[config.mk]
export PLATFORM = sky130hd
export DESIGN_NAME = best_fit_block_allocator
export DESIGN_NICKNAME = d
export VERILOG_FILES = /design/src/rtl/bfba_pkg.sv /design/src/rtl/best_fit_block_allocator.sv
export SDC_FILE = /design/constraint.sdc
export NUM_CORES = 1
export LEC_CHECK = 0
export ABC_AREA = 1
export BUFFER_PORTS_ARGS = -buffer_cell sky130_fd_sc_hd__buf_2
export CORE_MARGIN = 1.5
export CORE_UTILIZATION = 56
export DETAILED_ROUTE_END_ITERATION = 6
export MAX_ROUTING_LAYER = met4
export PLACE_DENSITY = 0.8
export RECOVER_POWER = 50
export SLEW_MARGIN = 10
export SYNTH_ARGS = -nofsm -noshare
export SYNTH_HDL_FRONTEND = slang
export SYNTH_SLANG_ARGS = --single-unit
[constraint.sdc]
create_clock -name clk -period 3.02 [get_ports clk]
set_input_delay 0.151 -clock clk [delete_from_list [all_inputs] [get_ports clk]]
set_output_delay 0.151 -clock clk [all_outputs]
set_load 0.01 [all_outputs]
[src/rtl/bfba_pkg.sv]
// Package: shared types, defaults and command codes for the best-fit block allocator.
`default_nettype none
package bfba_pkg;

  localparam int NUM_BLOCKS_DEF = 16;
  localparam int SIZE_BITS_DEF  = 16;

  localparam int IDX_BITS   = 4;
  localparam int AMT_BITS   = 16;
  localparam int TOTAL_BITS = 20;

  localparam logic CMD_LOAD  = 1'b0;
  localparam logic CMD_ALLOC = 1'b1;

  typedef struct packed {
    logic                cmd;
    logic [IDX_BITS-1:0] block_index;
    logic [AMT_BITS-1:0] amount;
  } req_t;

  typedef struct packed {
    logic                  granted;
    logic [IDX_BITS-1:0]   chosen_block;
    logic [AMT_BITS-1:0]   left_in_block;
    logic [TOTAL_BITS-1:0] total_free;
  } rsp_t;

endpackage
`default_nettype wire

[src/rtl/best_fit_block_allocator.sv]
// Top level: best-fit allocator over a table of block free sizes held in a memory.
//
// Command channel: a word on req is taken at a clock edge with start high and
// busy low. cmd = load writes one block's free size; cmd = alloc searches all
// blocks for the smallest free size that still covers the amount (lowest index
// wins a tie), shrinks that block and grants it, or refuses.
// Result channel: done is high for exactly one cycle with the word on rsp;
// the receiver cannot stall, so no result is ever held back.
// A load reads the old size, then writes the new size and updates the total,
// then registers its result. An out-of-range load writes nothing and registers
// its result on acceptance. An alloc walks the table one entry per cycle
// through the memory's single read port, then passes S_SCAN_LAST and S_GRANT.
// One word is in flight at a time; busy is high until the result shows.
// Reset (synchronous, rst) clears the running total and the per-entry valid
// bits, so every block reads as free size zero; no clearing pass is needed.
`default_nettype none
module best_fit_block_allocator
  import bfba_pkg::*;
#(
  parameter int NUM_BLOCKS = NUM_BLOCKS_DEF,
  parameter int SIZE_BITS  = SIZE_BITS_DEF
) (
  input  wire logic clk,
  input  wire logic rst,
  input  wire logic start,
  output logic      busy,
  input  wire req_t req,
  output logic      done,
  output rsp_t      rsp
);

  localparam int ADDR_BITS = (NUM_BLOCKS > 1) ? $clog2(NUM_BLOCKS) : 1;

  typedef enum logic [2:0] {
    S_IDLE,
    S_LD_RD,
    S_LD_WR,
    S_SCAN,
    S_SCAN_LAST,
    S_GRANT
  } state_t;

  state_t state;

  // size table and its valid bits
  logic [SIZE_BITS-1:0]  mem [NUM_BLOCKS];
  logic [NUM_BLOCKS-1:0] entry_vld;
  logic [ADDR_BITS-1:0]  raddr;
  logic [ADDR_BITS-1:0]  waddr;
  logic [SIZE_BITS-1:0]  wdata;
  logic                  we;
  logic [SIZE_BITS-1:0]  rd_data;
  logic                  rd_vld;
  logic [SIZE_BITS-1:0]  cur_size;

  // captured word and scan state
  logic [ADDR_BITS-1:0]  op_addr;
  logic [IDX_BITS-1:0]   op_idx;
  logic [SIZE_BITS-1:0]  op_amt;
  logic [ADDR_BITS-1:0]  scan_cnt;
  logic [ADDR_BITS-1:0]  cmp_idx;
  logic                  cmp_en;
  logic                  found;
  logic [SIZE_BITS-1:0]  best;
  logic [ADDR_BITS-1:0]  best_i;
  logic [TOTAL_BITS-1:0] free_total;
  logic [TOTAL_BITS-1:0] total_next;

  logic in_range;

  assign in_range = (32'(req.block_index) < NUM_BLOCKS);
  assign busy     = (state != S_IDLE);
  assign cur_size = rd_vld ? rd_data : '0;

  always_comb begin
    raddr = scan_cnt;
    we    = 1'b0;
    waddr = op_addr;
    wdata = op_amt;
    case (state)
      S_LD_RD: raddr = op_addr;
      S_LD_WR: we = 1'b1;
      S_GRANT: begin
        we    = found;
        waddr = best_i;
        wdata = best - op_amt;
      end
      default: ;
    endcase
  end

  always_comb begin
    total_next = free_total;
    case (state)
      S_LD_WR: total_next = free_total - TOTAL_BITS'(cur_size) + TOTAL_BITS'(op_amt);
      S_GRANT: if (found) total_next = free_total - TOTAL_BITS'(op_amt);
      default: ;
    endcase
  end

  always_ff @(posedge clk) begin
    if (we) mem[waddr] <= wdata;
    rd_data <= mem[raddr];
  end

  always_ff @(posedge clk) begin
    if (rst) begin
      entry_vld <= '0;
      rd_vld    <= 1'b0;
    end else begin
      rd_vld <= entry_vld[raddr];
      if (we) entry_vld[waddr] <= 1'b1;
    end
  end

  always_ff @(posedge clk) begin
    if (rst) begin
      state      <= S_IDLE;
      done       <= 1'b0;
      free_total <= '0;
      cmp_en     <= 1'b0;
      found      <= 1'b0;
      scan_cnt   <= '0;
    end else begin
      done       <= 1'b0;
      free_total <= total_next;
      cmp_en     <= (state == S_SCAN);
      cmp_idx    <= scan_cnt;

      // best-fit compare on the word that just came out of the memory
      if (cmp_en && cur_size >= op_amt && (!found || cur_size < best)) begin
        found  <= 1'b1;
        best   <= cur_size;
        best_i <= cmp_idx;
      end

      case (state)
        S_IDLE: begin
          if (start) begin
            op_addr  <= ADDR_BITS'(req.block_index);
            op_idx   <= req.block_index;
            op_amt   <= SIZE_BITS'(req.amount);
            scan_cnt <= '0;
            found    <= 1'b0;
            if (req.cmd == CMD_ALLOC) begin
              state <= S_SCAN;
            end else if (in_range) begin
              state <= S_LD_RD;
            end else begin
              // nothing to write: report the index and the unchanged total
              done              <= 1'b1;
              rsp.granted       <= 1'b0;
              rsp.chosen_block  <= req.block_index;
              rsp.left_in_block <= '0;
              rsp.total_free    <= free_total;
            end
          end
        end
        S_LD_RD: state <= S_LD_WR;
        S_LD_WR: begin
          state             <= S_IDLE;
          done              <= 1'b1;
          rsp.granted       <= 1'b0;
          rsp.chosen_block  <= op_idx;
          rsp.left_in_block <= AMT_BITS'(op_amt);
          rsp.total_free    <= total_next;
        end
        S_SCAN: begin
          if (scan_cnt == ADDR_BITS'(NUM_BLOCKS - 1)) begin
            state <= S_SCAN_LAST;
          end else begin
            scan_cnt <= scan_cnt + ADDR_BITS'(1);
          end
        end
        S_SCAN_LAST: state <= S_GRANT;
        S_GRANT: begin
          state          <= S_IDLE;
          done           <= 1'b1;
          rsp.granted    <= found;
          rsp.total_free <= total_next;
          if (found) begin
            rsp.chosen_block  <= IDX_BITS'(best_i);
            rsp.left_in_block <= AMT_BITS'(best - op_amt);
          end else begin
            rsp.chosen_block  <= '0;
            rsp.left_in_block <= '0;
          end
        end
        default: state <= S_IDLE;
      endcase
    end
  end

endmodule
`default_nettype wire
# Word level (Yosys, flattened, before mapping)
# Memory sizes are Yosys's and may differ from the RTL's. A register that Yosys moved wholly into a read port is not among the register bits.
# Cells that the tools add are included.
# word_totals
reg_bits	132
mem_bits_rw	256
input_bits	24
output_inout_bits	43
wordCells	80
n_memories	1
# classes
n_addsub	5
magnitude_cmp	5
eq_ne	9
n_mux	26
bitwise	2
n_reduce_logical	15
# mem_list
name	words	width	rd	rd_clocked_by_memory_dff	write_ports	line_no	text
mem	16	16	1	1	1	best_fit_block_allocator.sv:46	logic [SIZE_BITS-1:0] mem [NUM_BLOCKS];
# op_table
cell	count
41-bit case mux with 2 select lines	1
20-bit 2-to-1 mux	2
20-bit case mux with 2 select lines	1
20-bit by 16-bit subtractor with 20-bit output	2
16-bit 2-to-1 mux	2
20-bit by 16-bit adder with 20-bit output	1
16-bit greater-or-equal comparator	1
16-bit less-than comparator	1
4-bit 2-to-1 mux	4
16-bit bitwise OR	1
16-bit subtractor	1
3-bit case mux with 4 select lines	1
4-bit by 5-bit less-than comparator with 1-bit output, second input constant	2
1-bit 2-to-1 mux	8
4-bit case mux with 2 select lines	1
3-bit by 2-bit == test with 1-bit output, second input constant	2
3-bit == test, second input constant	2
3-bit 2-to-1 mux	2
2-bit AND reduction	3
3-bit AND reduction	2
4-bit by 1-bit adder with 4-bit output, second input constant	1
1-bit binary-select mux with 4-bit select	1
1-bit demux with 4-bit select	1
4-bit == test, second input constant	1
14 further kinds	18

# Longest topological paths before layout
# Gate-level depths: netlist of run 1.
# depth
ltp_word	7
mapped_depth	20
depth_no_buf	19

# Least setup slack after synthesis of run 1
# No wires, ideal clock.
# synth_path
kind	reg-to-reg
start	register rd_vld
end	register best[0], enable pin
setup_ns	0.397
arrival_ns	2.730
required_time_ns	2.623
setup_slack_ns	-0.107
stages_incl_launch_ff	15
n_path_buf	2
synth_period_minus_slack_ns	3.127
cell_sequence	dfxtp_1 clkbuf_1 clkbuf_1 nand2_1 inv_1 ha_1 nand2_1 inv_1 o21ai_0 a21oi_1 nor4_1 nand2_1 nand2_1 nand2_1 nor2_1
# synth_via
elab_chain_len	5
word_cells_on_any_way	7
classes_between	2 x order compare; 1 x mux; 4 x reduce/logical
# synth_lines
element	line_no	text
start, declared	best_fit_block_allocator.sv:53	logic rd_vld;
start signal, assigned	best_fit_block_allocator.sv:111	rd_vld <= entry_vld[raddr];
16-bit 2-to-1 mux (*)	best_fit_block_allocator.sv:73	assign cur_size = rd_vld ? rd_data : '0;
via cur_size[9]	best_fit_block_allocator.sv:54	logic [SIZE_BITS-1:0] cur_size;
16-bit greater-or-equal comparator / 16-bit less-than comparator (equally long branches)	best_fit_block_allocator.sv:131	if (cmp_en && cur_size >= op_amt && (!found || cur_size < best)) begin
1-bit logical AND / 1-bit logical OR (equally long branches)	best_fit_block_allocator.sv:131	
1-bit logical AND (*)	best_fit_block_allocator.sv:131	
2-bit AND reduction (no line) (*)	--	
end signal, assigned	best_fit_block_allocator.sv:133	best <= cur_size;
end, declared	best_fit_block_allocator.sv:64	logic [SIZE_BITS-1:0] best;
# The timed path passes the listed nets; every way through them passes the cells marked *.
# A chain may end at the register's enable or synchronous reset.

# Worst setup path in the final report of run 1
# layout_path
start	register rd_vld
end	register rsp[8] (netlist name) (data pin)
# layout_via
elab_chain_len	5
# layout_lines
element	line_no	text
16-bit 2-to-1 mux	best_fit_block_allocator.sv:73	
via cur_size[2]	best_fit_block_allocator.sv:54	
20-bit by 16-bit subtractor with 20-bit output	best_fit_block_allocator.sv:95	S_LD_WR: total_next = free_total - TOTAL_BITS'(cur_size) + TOTAL_BITS'(op_amt);
20-bit by 16-bit adder with 20-bit output	best_fit_block_allocator.sv:95	
20-bit case mux with 2 select lines	best_fit_block_allocator.sv:94	case (state)
via total_next[8]	best_fit_block_allocator.sv:67	logic [TOTAL_BITS-1:0] total_next;
41-bit case mux with 2 select lines	best_fit_block_allocator.sv:137	case (state)
end, declared	best_fit_block_allocator.sv:29	output rsp_t rsp
# The timed path passes the listed nets, and every way through them passes these cells. The select of a mux whose other input is x is not followed.

==> results.toml, run 1 <==
[status]
status = "complete, but fails checks"
failed_checks = "DRC"

[job]
max_cap_viol_count = 0

[sta]
worst_pin_slew_ns = 0.898
finalSetupViolCount = 0
fmax_ghz = 0.347
rsz0062_at_grt = "true"
final.min_clock_period_ns = 2.88
finalHoldViolations = 0
skew_ns = 0.0278
slew_headroom_pct = 40.0
min_period_over_period_pct = 95.5
slew_violations = 0

[clock_network]
htreeDepth = 2
clock_latency_ns = 0.59
cts_tree = "done"
clock_path_buffers = 3
cts.sinks = 404
clk_pin_slew_ns = 0.06
numCtsBuffers = 43
cts_root_buffer = "clkbuf_16"

[route]
drc = 8
vias = 15700
first_pass_iters = 7
vias_per_cell = 5.74
wire_per_inst_um = 20.0
wl_um = 54600
drtIter0Drc = 1439
drtAntennaViolNets = 0

[global_routing]
grt_pass1_vias = 15300
antenna_found_initial = 0
globalRouteOverflowTotal = 0
grt_max_degree = 69
grt_pass1_wl_um = 84900
grt.total_usage_pct = 30.3

[logic_synthesis]
synth_top_family_by_area = "simple AND/OR/NAND/NOR gates"
yosys.area_share.simple_pct = 15.5
synthXorXnorAreaFrac_pct = 0.647
synthAdderAreaFrac_pct = 7.78
yosys_warnings = 0
syn_nets = 2215
ys_seq_area_share_pct = 56.6
synth_cell_types = 54
synth.area.mux_share_pct = 0
postSynthRegisterBits = 404
netlist_area_um2 = 20300
postSynthAreaPerCell_um2 = 9.79
synthesis.instances = 2075
synth_compound_area_share_pct = 12.1

[finish]
final_cell_mix = "373 x nand2_1, 341 x edfxtp_1, 289 x inv_1"
fin_cells = 2726
area_growth_pct = 15.3
fin_area_um2 = 23400
insertedDiodeCount = 0
layout.nets = 2371
mostFrequentLayoutCell = "nand2_1"
drive_above_1_share_pct = 13.2

[floorplanning]
rows = 69
die_w_um = 193
initial_core_util_pct = 56.9
core_area_um2 = 35700
fp.dieH_um = 193
die-area_um2 = 37400
io_pins = 67

[setup_path]
path_class = "flip-flop to flip-flop"
crit_fanout = 5
cp.arrival_ns = 3.20
cp-end-kind = "flip-flop"
cp-start-kind = "flip-flop"
cp.required_ns = 3.33

[place]
placedCellCount = 2622
port_buffers = 66
place_area_um2 = 21700
gp_congestion = 0.978
hpwl_um = 37800

[power]
p_leak_nw = 9.81
ir_worst_vdd_mv = 0.647
powerDensity_nw_per_um2 = 765

[hold_path]
hp-class = "input pin to flip-flop"
## cells in the mapped netlist (all sizes together)
| cell type | count | area, um^2 |
|---|---|---|
| nor2 | 199 | 769 |
| a211oi | 1 | 7.51 |
| nand2 | 380 | 1440 |
| clkinv | 3 | 11.3 |
| o211a | 1 | 10.0 |
| o21a | 4 | 30.0 |
| o2111ai | 1 | 8.76 |
| nor3 | 13 | 76.3 |
| a2111oi | 1 | 8.76 |
| and2 | 2 | 12.5 |
| and3 | 1 | 6.26 |
| edfxtp | 341 | 10200 |
| o221ai | 1 | 8.76 |
| nor3b | 1 | 7.51 |
| inv | 301 | 1130 |
| nand3 | 125 | 638 |
| nand3b | 8 | 60.1 |
| o22ai | 2 | 12.5 |
| a21o | 8 | 60.1 |
| fa | 17 | 340 |
| nor4 | 4 | 25.0 |
| xnor2 | 8 | 70.1 |
| o31ai | 3 | 22.5 |
| nand4 | 11 | 68.8 |
| o22a | 1 | 8.76 |
| xor2 | 7 | 61.3 |
| a311oi | 1 | 8.76 |
| buf | 37 | 235 |
| a31oi | 1 | 6.26 |
| or2 | 7 | 43.8 |
| dfxtp | 63 | 1260 |
| o21bai | 17 | 128 |
| o21ai | 206 | 1060 |
| o211ai | 81 | 608 |
| clkbuf | 30 | 115 |
| a21oi | 89 | 460 |
| ha | 99 | 1240 |
## critical path, cell delays in order (launching register included)
cell,delay [ns]
dfxtp_2,0.35
nand2_1,0.11
inv_1,0.07
ha_1,0.34
ha_1,0.20
o21bai_1,0.17
ha_1,0.34
buf_4,0.15
nand2_1,0.07
nand3_1,0.18
a21o_1,0.24
o21ai_0,0.25
nand3b_1,0.15
## flip-flops by register name, summed over array words and instances, names as in the netlist
| signal | count |
|---|---|
| found | 1 |
| scan_cnt | 4 |
| best_i | 4 |
| rd_data | 16 |
| state | 3 |
| rsp | 41 |
| op_idx | 4 |
| done | 1 |
| free_total | 20 |
| cmp_en | 1 |
| mem | 256 |
| op_amt | 16 |
| cmp_idx | 4 |
| best | 16 |
| rd_vld | 1 |
| entry_vld | 16 |
## area by class of cell
class,count,area (um^2)
clock buffer,51,1140
clock inverter,28,250
fill,2747,12200
inverter,304,1140
multi-input combinational,1300,7480
sequential,404,11500
tap,461,577
timing repair buffer,178,1320
## logic make-up after synthesis
family | Yosys count
AOI/OAI and AO/OA | 418
and+or+nand+nor | 751
xor gates and xnor gates | 15
DFF | 404
adders and majority gates | 116
buffers and inverters | 371
## per-layer routing
layer	routed length (um)	track usage (%)	part of all wire (%)
met5	0	-	0
met4	1700	11.0	3.1
met3	4850	5.81	8.9
met2	25300	47.1	46
met1	22700	39.9	42
## power breakdown
group          switching, mW  internal, mW  leakage, nW
sequential             0.240          6.52         3.61
clock                   2.26          2.90        0.664
combinational           3.97          2.03         5.54
## through the flow
step	worst slack (ns)	setup TNS, ns	power [mW]	utilization [%]	hold WS [ns]
2_1_floorplan	0.212	0	10.7	-	0.250
3_5_place_dp	0.0123	0	12.4	60.7	0.330
6_report	0.135	0	17.9	65.7	0.0290
3_3_place_gp	0.0321	0	12.3	60.7	0.332
5_1_grt	-0.0949	-0.398	18.9	65.7	0.0483
4_1_cts	0.00881	0	17.6	65.3	0.000230
## path summary, 6_finish.rpt
| check | cells after the start | slack (ns) | endpoint | startpoint |
|---|---|---|---|---|
| worst max-delay path | 12 | 0.14 | rsp[8] | rd_vld |
| worst min-delay path | 4 | 0.03 | found | start |
| worst max register to register | 12 | 0.14 | rsp[8] | rd_vld |
| worst min register to register | 0 | 0.41 | best_i[3] | cmp_idx[3] |
## repair_timing
action                                  4_1_cts  5_1_grt
endpoints found under the hold margin        28        0
buffers inserted                              0        2
endpoints found under the setup margin        0       42
gates resized for setup                       0       36
hold buffers                                 23        0
Power figures use the tool's default switching activity.
==> run 2: changes to the inputs <==
--- a/config.mk
+++ b/config.mk
@@ -5,7 +5,6 @@
 export SDC_FILE = /design/constraint.sdc
 export NUM_CORES = 1
 export LEC_CHECK = 0
-export ABC_AREA = 1
 export BUFFER_PORTS_ARGS = -buffer_cell sky130_fd_sc_hd__buf_2
 export CORE_MARGIN = 1.5
 export CORE_UTILIZATION = 56
==> run 2 against run 1 <==
Against the previous run: the flow finishes with violations (setup timing); synthesized cell count fell by 17%; combinational power fell by 45%; sequential share of layout area fell by 2.4 points; die area fell by 3.2%; worst setup slack got worse by 0.32 ns; largest power group unchanged.
==> results.toml, run 2 <==
[power]
p_seq_share_pct = 43.8
intPower_mw = 10.4
ir_worst_vdd_mv = 0.454
power_mw = 14.4
powerDensity_nw_per_um2 = 586
switching_share_pct = 27.9
comb_power_share_pct = 23.0
p_leak_nw = 9.51
clkPwrFrac_pct = 33.1
p_sw_mw = 4.03

[floorplanning]
io_pins = 67
die_w_um = 190
core_area_um2 = 34500
rows = 68
fp.dieH_um = 190
die-area_um2 = 36200
initial_core_util_pct = 56.9

[logic_synthesis]
synthesis.instances = 1714
synth-edff-count = 341
netlist_area_um2 = 19600
syn_nets = 1854
synth-async-reset-ratio_pct = 0
synth_cell_types = 74
synth_top_cells_by_area = "edfxtp_1 52%, dfxtp_1 6.4%, ha_1 6.3%"
synth_largest_area_cell = "edfxtp_1"
postSynthRegisterBits = 404
yosys_warnings = 0
yosysMostFrequentCell = "edfxtp_1"
synth_flop_cell = "edfxtp_1"
postSynthAreaPerCell_um2 = 11.5
ys_seq_area_share_pct = 58.5
synth_common_cells = "341 x edfxtp_1, 228 x nand2_1, 113 x inv_1"
synth_top_area_share_pct = 52.1

[finish]
mostFrequentLayoutCell = "edfxtp_1"
area_growth_pct = 25.4
insertedDiodeCount = 0
regMostFlops = "mem"
final_cell_mix = "341 x edfxtp_1, 216 x buf_4, 213 x nand2_1"
fin_area_um2 = 24600
largest_reg_flops = 256
reg_top3 = "mem x256, rsp x41, free_total x20"
drive_above_1_share_pct = 25.5
layout.nets = 2145

[setup_path]
cp-end-kind = "flip-flop"
cp.arrival_ns = 3.51
cp.required_ns = 3.32
cpMostUsedCell = "buf_6"
cp-start-kind = "flip-flop"
max_stage_delay_ns = 0.44
path_class = "flip-flop to flip-flop"
crit_fanout = 8
path_cells = "buf_6, nand2_4, inv_2, fa_1, buf_6, fa_2, nand2b_4, a21oi_4, o41a_1, buf_6, a22oi_2, o211a_1, o21ai_2, nand4_1"
crit_path_top_delay_cell = "dfxtp_4"

[global_routing]
grt.total_usage_pct = 29.7
grt_pass1_wl_um = 79900
grt_max_degree = 75
grt_pass1_vias = 14600
antenna_found_initial = 0
globalRouteOverflowTotal = 0

[place]
hpwl_um = 34700
place_area_um2 = 22300
port_buffers = 66
gp_congestion = 0.972

[hold_path]
hp-class = "input pin to flip-flop"

[sta]
worst_pin_slew_ns = 1.07
rsz0062_at_grt = "true"
slew_violations = 0
skew_ns = 0.0297
fmax_ghz = 0.312
fin_ws_ns = -0.185
slew_headroom_pct = 27.8
finalSetupViolCount = 17
final.min_clock_period_ns = 3.21
finalHoldViolations = 0
min_period_over_period_pct = 106

[route]
wire_per_inst_um = 21.2
wl_um = 52700
first_pass_iters = 6
vias_per_cell = 6.04
drtIter0Drc = 1574
drtAntennaViolNets = 0
drc = 0
vias = 15000

[job]
max_cap_viol_count = 0

[status]
status = "complete, but fails checks"
failed_checks = "setup timing"

[clock_network]
cts.sinks = 404
clk_pin_slew_ns = 0.06
clock_path_buffers = 3
clock_latency_ns = 0.57
cts_tree = "done"
cts_root_buffer = "clkbuf_16"
numCtsBuffers = 40
htreeDepth = 2
==> run 2: cell count changes in the layout (fill, tap and decap cells not counted), sizes merged, moves of 93 or more <==
cell | before | now
inv | 303 | 114
buf | 150 | 306
nand3 | 125 | 23
o21ai | 206 | 58
a211oi | 1 | 94
nor2 | 199 | 96
nand2 | 380 | 229
==> run 2: final timing paths <==
| check | start | endpoint | slack (ns) | depth (start not counted) |
|---|---|---|---|---|
| min reg2reg | cmp_idx[3] | best_i[3] | 0.42 | 0 |
| min | rst | cmp_idx[1] | 0.14 | 2 |
| max | rd_vld | rsp[18] | -0.19 | 14 |
| max reg2reg | rd_vld | rsp[18] | -0.19 | 14 |
==> run 2: cells by family after synthesis <==
logic type	count (synthesis)	share of synthesized area, %
AND/OR/NAND/NOR	529	12.7
AO/OA/AOI/OAI	419	14.3
flip-flops	404	58.5
buffers and inverters	196	3.99
adder cells (fa/ha/maj)	117	8.09
XOR/XNOR	35	1.56
multiplexers	14	0.771
==> run 2: power groups by stage <==
stage / Clock (mW) / Sequential (mW) / Combinational (mW)
after CTS: 4.81 / 6.32 / 3.02
final: 4.78 / 6.33 / 3.33
after global placement: 0 / 6.43 / 2.66
after global routing: 5.02 / 6.34 / 3.60
after floorplan: 0 / 6.40 / 1.72
after detailed placement: 0 / 6.44 / 2.74
==> run 2: worst max-delay path, delay by kind of cell, from the launching register on <==
kind            cells  cell delay, ns
flops               1            0.44
simple gates        3            0.32
fa+ha+maj           2            0.77
compound gates      5            0.90
buf+inv             4            0.50
==> run 2: final cells by class <==
| class | instances | area [um^2] |
|---|---|---|
| clock buffer | 60 | 1120 |
| tap | 455 | 569 |
| inverter | 114 | 438 |
| clock inverter | 11 | 133 |
| fill | 2265 | 9920 |
| timing repair buffer | 331 | 2650 |
| multi-input combinational | 1114 | 8220 |
| sequential | 404 | 11500 |
==> run 2: layer usage <==
layer / global-route usage (%) / up-vias / share of wire (%)
li1: - / 6864 / -
met1: 38.4 / 7318 / 40
met2: 47.5 / 698 / 48
met3: 4.01 / 143 / 8.3
met4: 11.8 / 0 / 4.2
met5: - / - / 0
==> run 2: timing repair <==
item	CTS	global route
hold endpoints to repair	22	0
hold buffers	22	0
gates cloned	1	2
pin swaps	30	46
buffers inserted	10	13
setup endpoints to repair	110	110
gates resized for setup	54	87
==> run 2: metrics by stage <==
stage	TNS, ns	hold WS, ns	utilization, %	worst slack (ns)	cells
floorplan	-0.303	0.250	-	-0.102	1714
global route	-3.94	0.169	71.3	-0.251	2489
CTS	-2.02	0.147	69.8	-0.241	2474
global placement	-5.48	0.330	64.5	-0.331	2370
detailed placement	-8.63	0.329	64.5	-0.447	2370
finish	-1.55	0.144	71.3	-0.185	2489
==> run 3: changes to the inputs <==
--- a/config.mk
+++ b/config.mk
@@ -5,12 +5,12 @@
 export SDC_FILE = /design/constraint.sdc
 export NUM_CORES = 1
 export LEC_CHECK = 0
-export BUFFER_PORTS_ARGS = -buffer_cell sky130_fd_sc_hd__buf_2
 export CORE_MARGIN = 1.5
 export CORE_UTILIZATION = 56
 export DETAILED_ROUTE_END_ITERATION = 6
+export DONT_BUFFER_PORTS = 1
 export MAX_ROUTING_LAYER = met4
-export PLACE_DENSITY = 0.8
+export PLACE_DENSITY = 0.75
 export RECOVER_POWER = 50
 export SLEW_MARGIN = 10
 export SYNTH_ARGS = -nofsm -noshare
==> constraint.sdc (replaced) <==
create_clock -name clk -period 2.98 [get_ports clk]
set_input_delay 0.149 -clock clk [delete_from_list [all_inputs] [get_ports clk]]
set_output_delay 0.149 -clock clk [all_outputs]
set_load 0.01 [all_outputs]
==> run 3 against run 2 <==
Against the previous run: the flow still finishes with violations (setup timing); combinational power down 2%; critical path depth stayed put; sequential share of layout area up 0.39 points; sequential cell count unchanged; cell count decreased by 2.4%; non-clock buffer count down 65; first-iteration DRC count shrank 20%; sequential power rose by 2%; worst setup slack lost 0.079 ns; power grew 3.2%; maximum frequency shrank 1.2%; routed wire length fell by 1.1%; critical path type unchanged; critical endpoint is now rsp[12].
==> results.toml, run 3 (same netlist as run 2, synthesis figures left out) <==
[floorplanning]
fp.dieH_um = 190
die-area_um2 = 36200
io_pins = 67
die_w_um = 190
core_area_um2 = 34500
rows = 68
initial_core_util_pct = 56.9

[setup_path]
max_stage_delay_ns = 0.42
crit_fanout = 5
cp_top_family = "compound AO/OA/AOI/OAI gates"
path_cells = "buf_6, nand2_4, inv_4, ha_4, ha_4, a21o_1, ha_4, o211ai_1, a21oi_4, o41a_1, o31a_1, a311o_1, nand3_2, nand2_1"
critPathLaunch = "rd_vld"
cpMostUsedCell = "ha_4"
crit_path_top_delay_cell = "o41a_1"
cp.required_ns = 3.28
cp.depth = 14
cp-end-kind = "flip-flop"
worstReg2RegEnd = "rsp[12]"
reg2reg_from = "rd_vld"
cp.arrival_ns = 3.54
crit_end = "rsp[12]"
path_class = "flip-flop to flip-flop"
cp-start-kind = "flip-flop"
critPathBufInv = 2
reg2reg_depth = 14
reg2reg_slack_ns = -0.26

[route]
drtIter0Drc = 1267
wl_um = 52100
vias = 14700
first_pass_iters = 5
drc = 0
wire_per_inst_um = 21.4
vias_per_cell = 6.06
drtAntennaViolNets = 0

[finish]
final_cell_mix = "341 x edfxtp_1, 213 x buf_4, 212 x nand2_1"
regMostFlops = "mem"
reg_top3 = "mem x256, rsp x41, free_total x20"
mostFrequentLayoutCell = "edfxtp_1"
drive_above_1_share_pct = 23.1
insertedDiodeCount = 0
fillers = 2360
multi_input_area_um2 = 8210
largest_reg_flops = 256
fin_util_pct = 70.7
layout.nets = 2082
seq_area_um2 = 11500
area_growth_pct = 24.3
fin_cells = 2430

[power]
p_leak_nw = 9.34
ir_worst_vdd_mv = 0.523
powerDensity_nw_per_um2 = 610
power_mw = 14.9

[clock_network]
htreeDepth = 2
cts_root_buffer = "clkbuf_16"
clk_pin_slew_ns = 0.06
cts_tree = "done"
clock_latency_ns = 0.56
clock_path_buffers = 3
cts.sinks = 404
numCtsBuffers = 41

[sta]
min_period_over_period_pct = 109
finalSetupViolCount = 18
fmax_ghz = 0.308
final.min_clock_period_ns = 3.24
slew_headroom_pct = 45.7
skew_ns = 0.0209
finalHoldViolations = 0
setup_tns_ns = -2.77
fin_ws_ns = -0.265
worst_pin_slew_ns = 0.806
slew_violations = 0
rsz0062_at_grt = "true"

[global_routing]
grt_pass1_vias = 14600
grt_max_degree = 70
antenna_found_initial = 0
grt.total_usage_pct = 29.6
globalRouteOverflowTotal = 0
grt_pass1_wl_um = 79800

[status]
failed_checks = "setup timing"
status = "complete, but fails checks"

[place]
placedCellCount = 2293
gp_congestion = 0.920
port_buffers = 0
hpwl_um = 33600
post-place-ws_ns = -0.364

[hold_path]
hp-class = "input pin to flip-flop"
hold_path_depth = 1

[job]
max_cap_viol_count = 0
## run 3: how the worst min path moves through the flow
stage,startpoint,endpoint,slack (ns)
detailed placement,rst,scan_cnt[2],0.23
CTS,start,op_idx[1],0.02
global placement,rst,state[0],0.23
floorplan,req[0],op_amt[0],0.25
finish,start,op_idx[1],0.03
global route,start,op_idx[1],0.04
## run 3: where the power goes
| group | internal, mW | switching (mW) |
|---|---|---|
| logic | 1.52 | 1.75 |
| registers | 6.29 | 0.142 |
| clock network | 3.02 | 2.17 |
| total | 10.8 | 4.07 |
## run 3: per-layer routing
layer  vias to the layer above  share of wire [%]  GRT usage (%)
li1                       6749                  -              -
met1                      7232                 41           38.7
met2                       620                 49           48.4
met3                       114                7.1           3.88
met4                         0                2.9           9.21
met5                         -                  0              -
## run 3: repair_timing
action | 4_1_cts | 5_1_grt
buffers inserted | 16 | 17
cloned | 2 | 2
hold endpoints to repair | 85 | 0
pin swaps | 24 | 34
endpoints found under the setup margin | 106 | 116
resized for setup | 75 | 62
hold buffers | 26 | 0
## run 3: stage by stage
stage | cell area, um^2 | hold slack, ns
after floorplan | 19900 | 0.248
after global placement | 21900 | 0.228
after detailed placement | 21900 | 0.227
after CTS | 24100 | 0.0229
after global routing | 24400 | 0.0351
final | 24400 | 0.0319
## run 3: layout make-up
class,count,share of cell area (%)
Multi-Input combinational cell,1115,33.6
Clock inverter,18,0.978
Timing Repair Buffer,266,9.55
Inverter,114,1.82
Sequential cell,404,47.1
Tap cell,455,2.33
Clock buffer,58,4.63
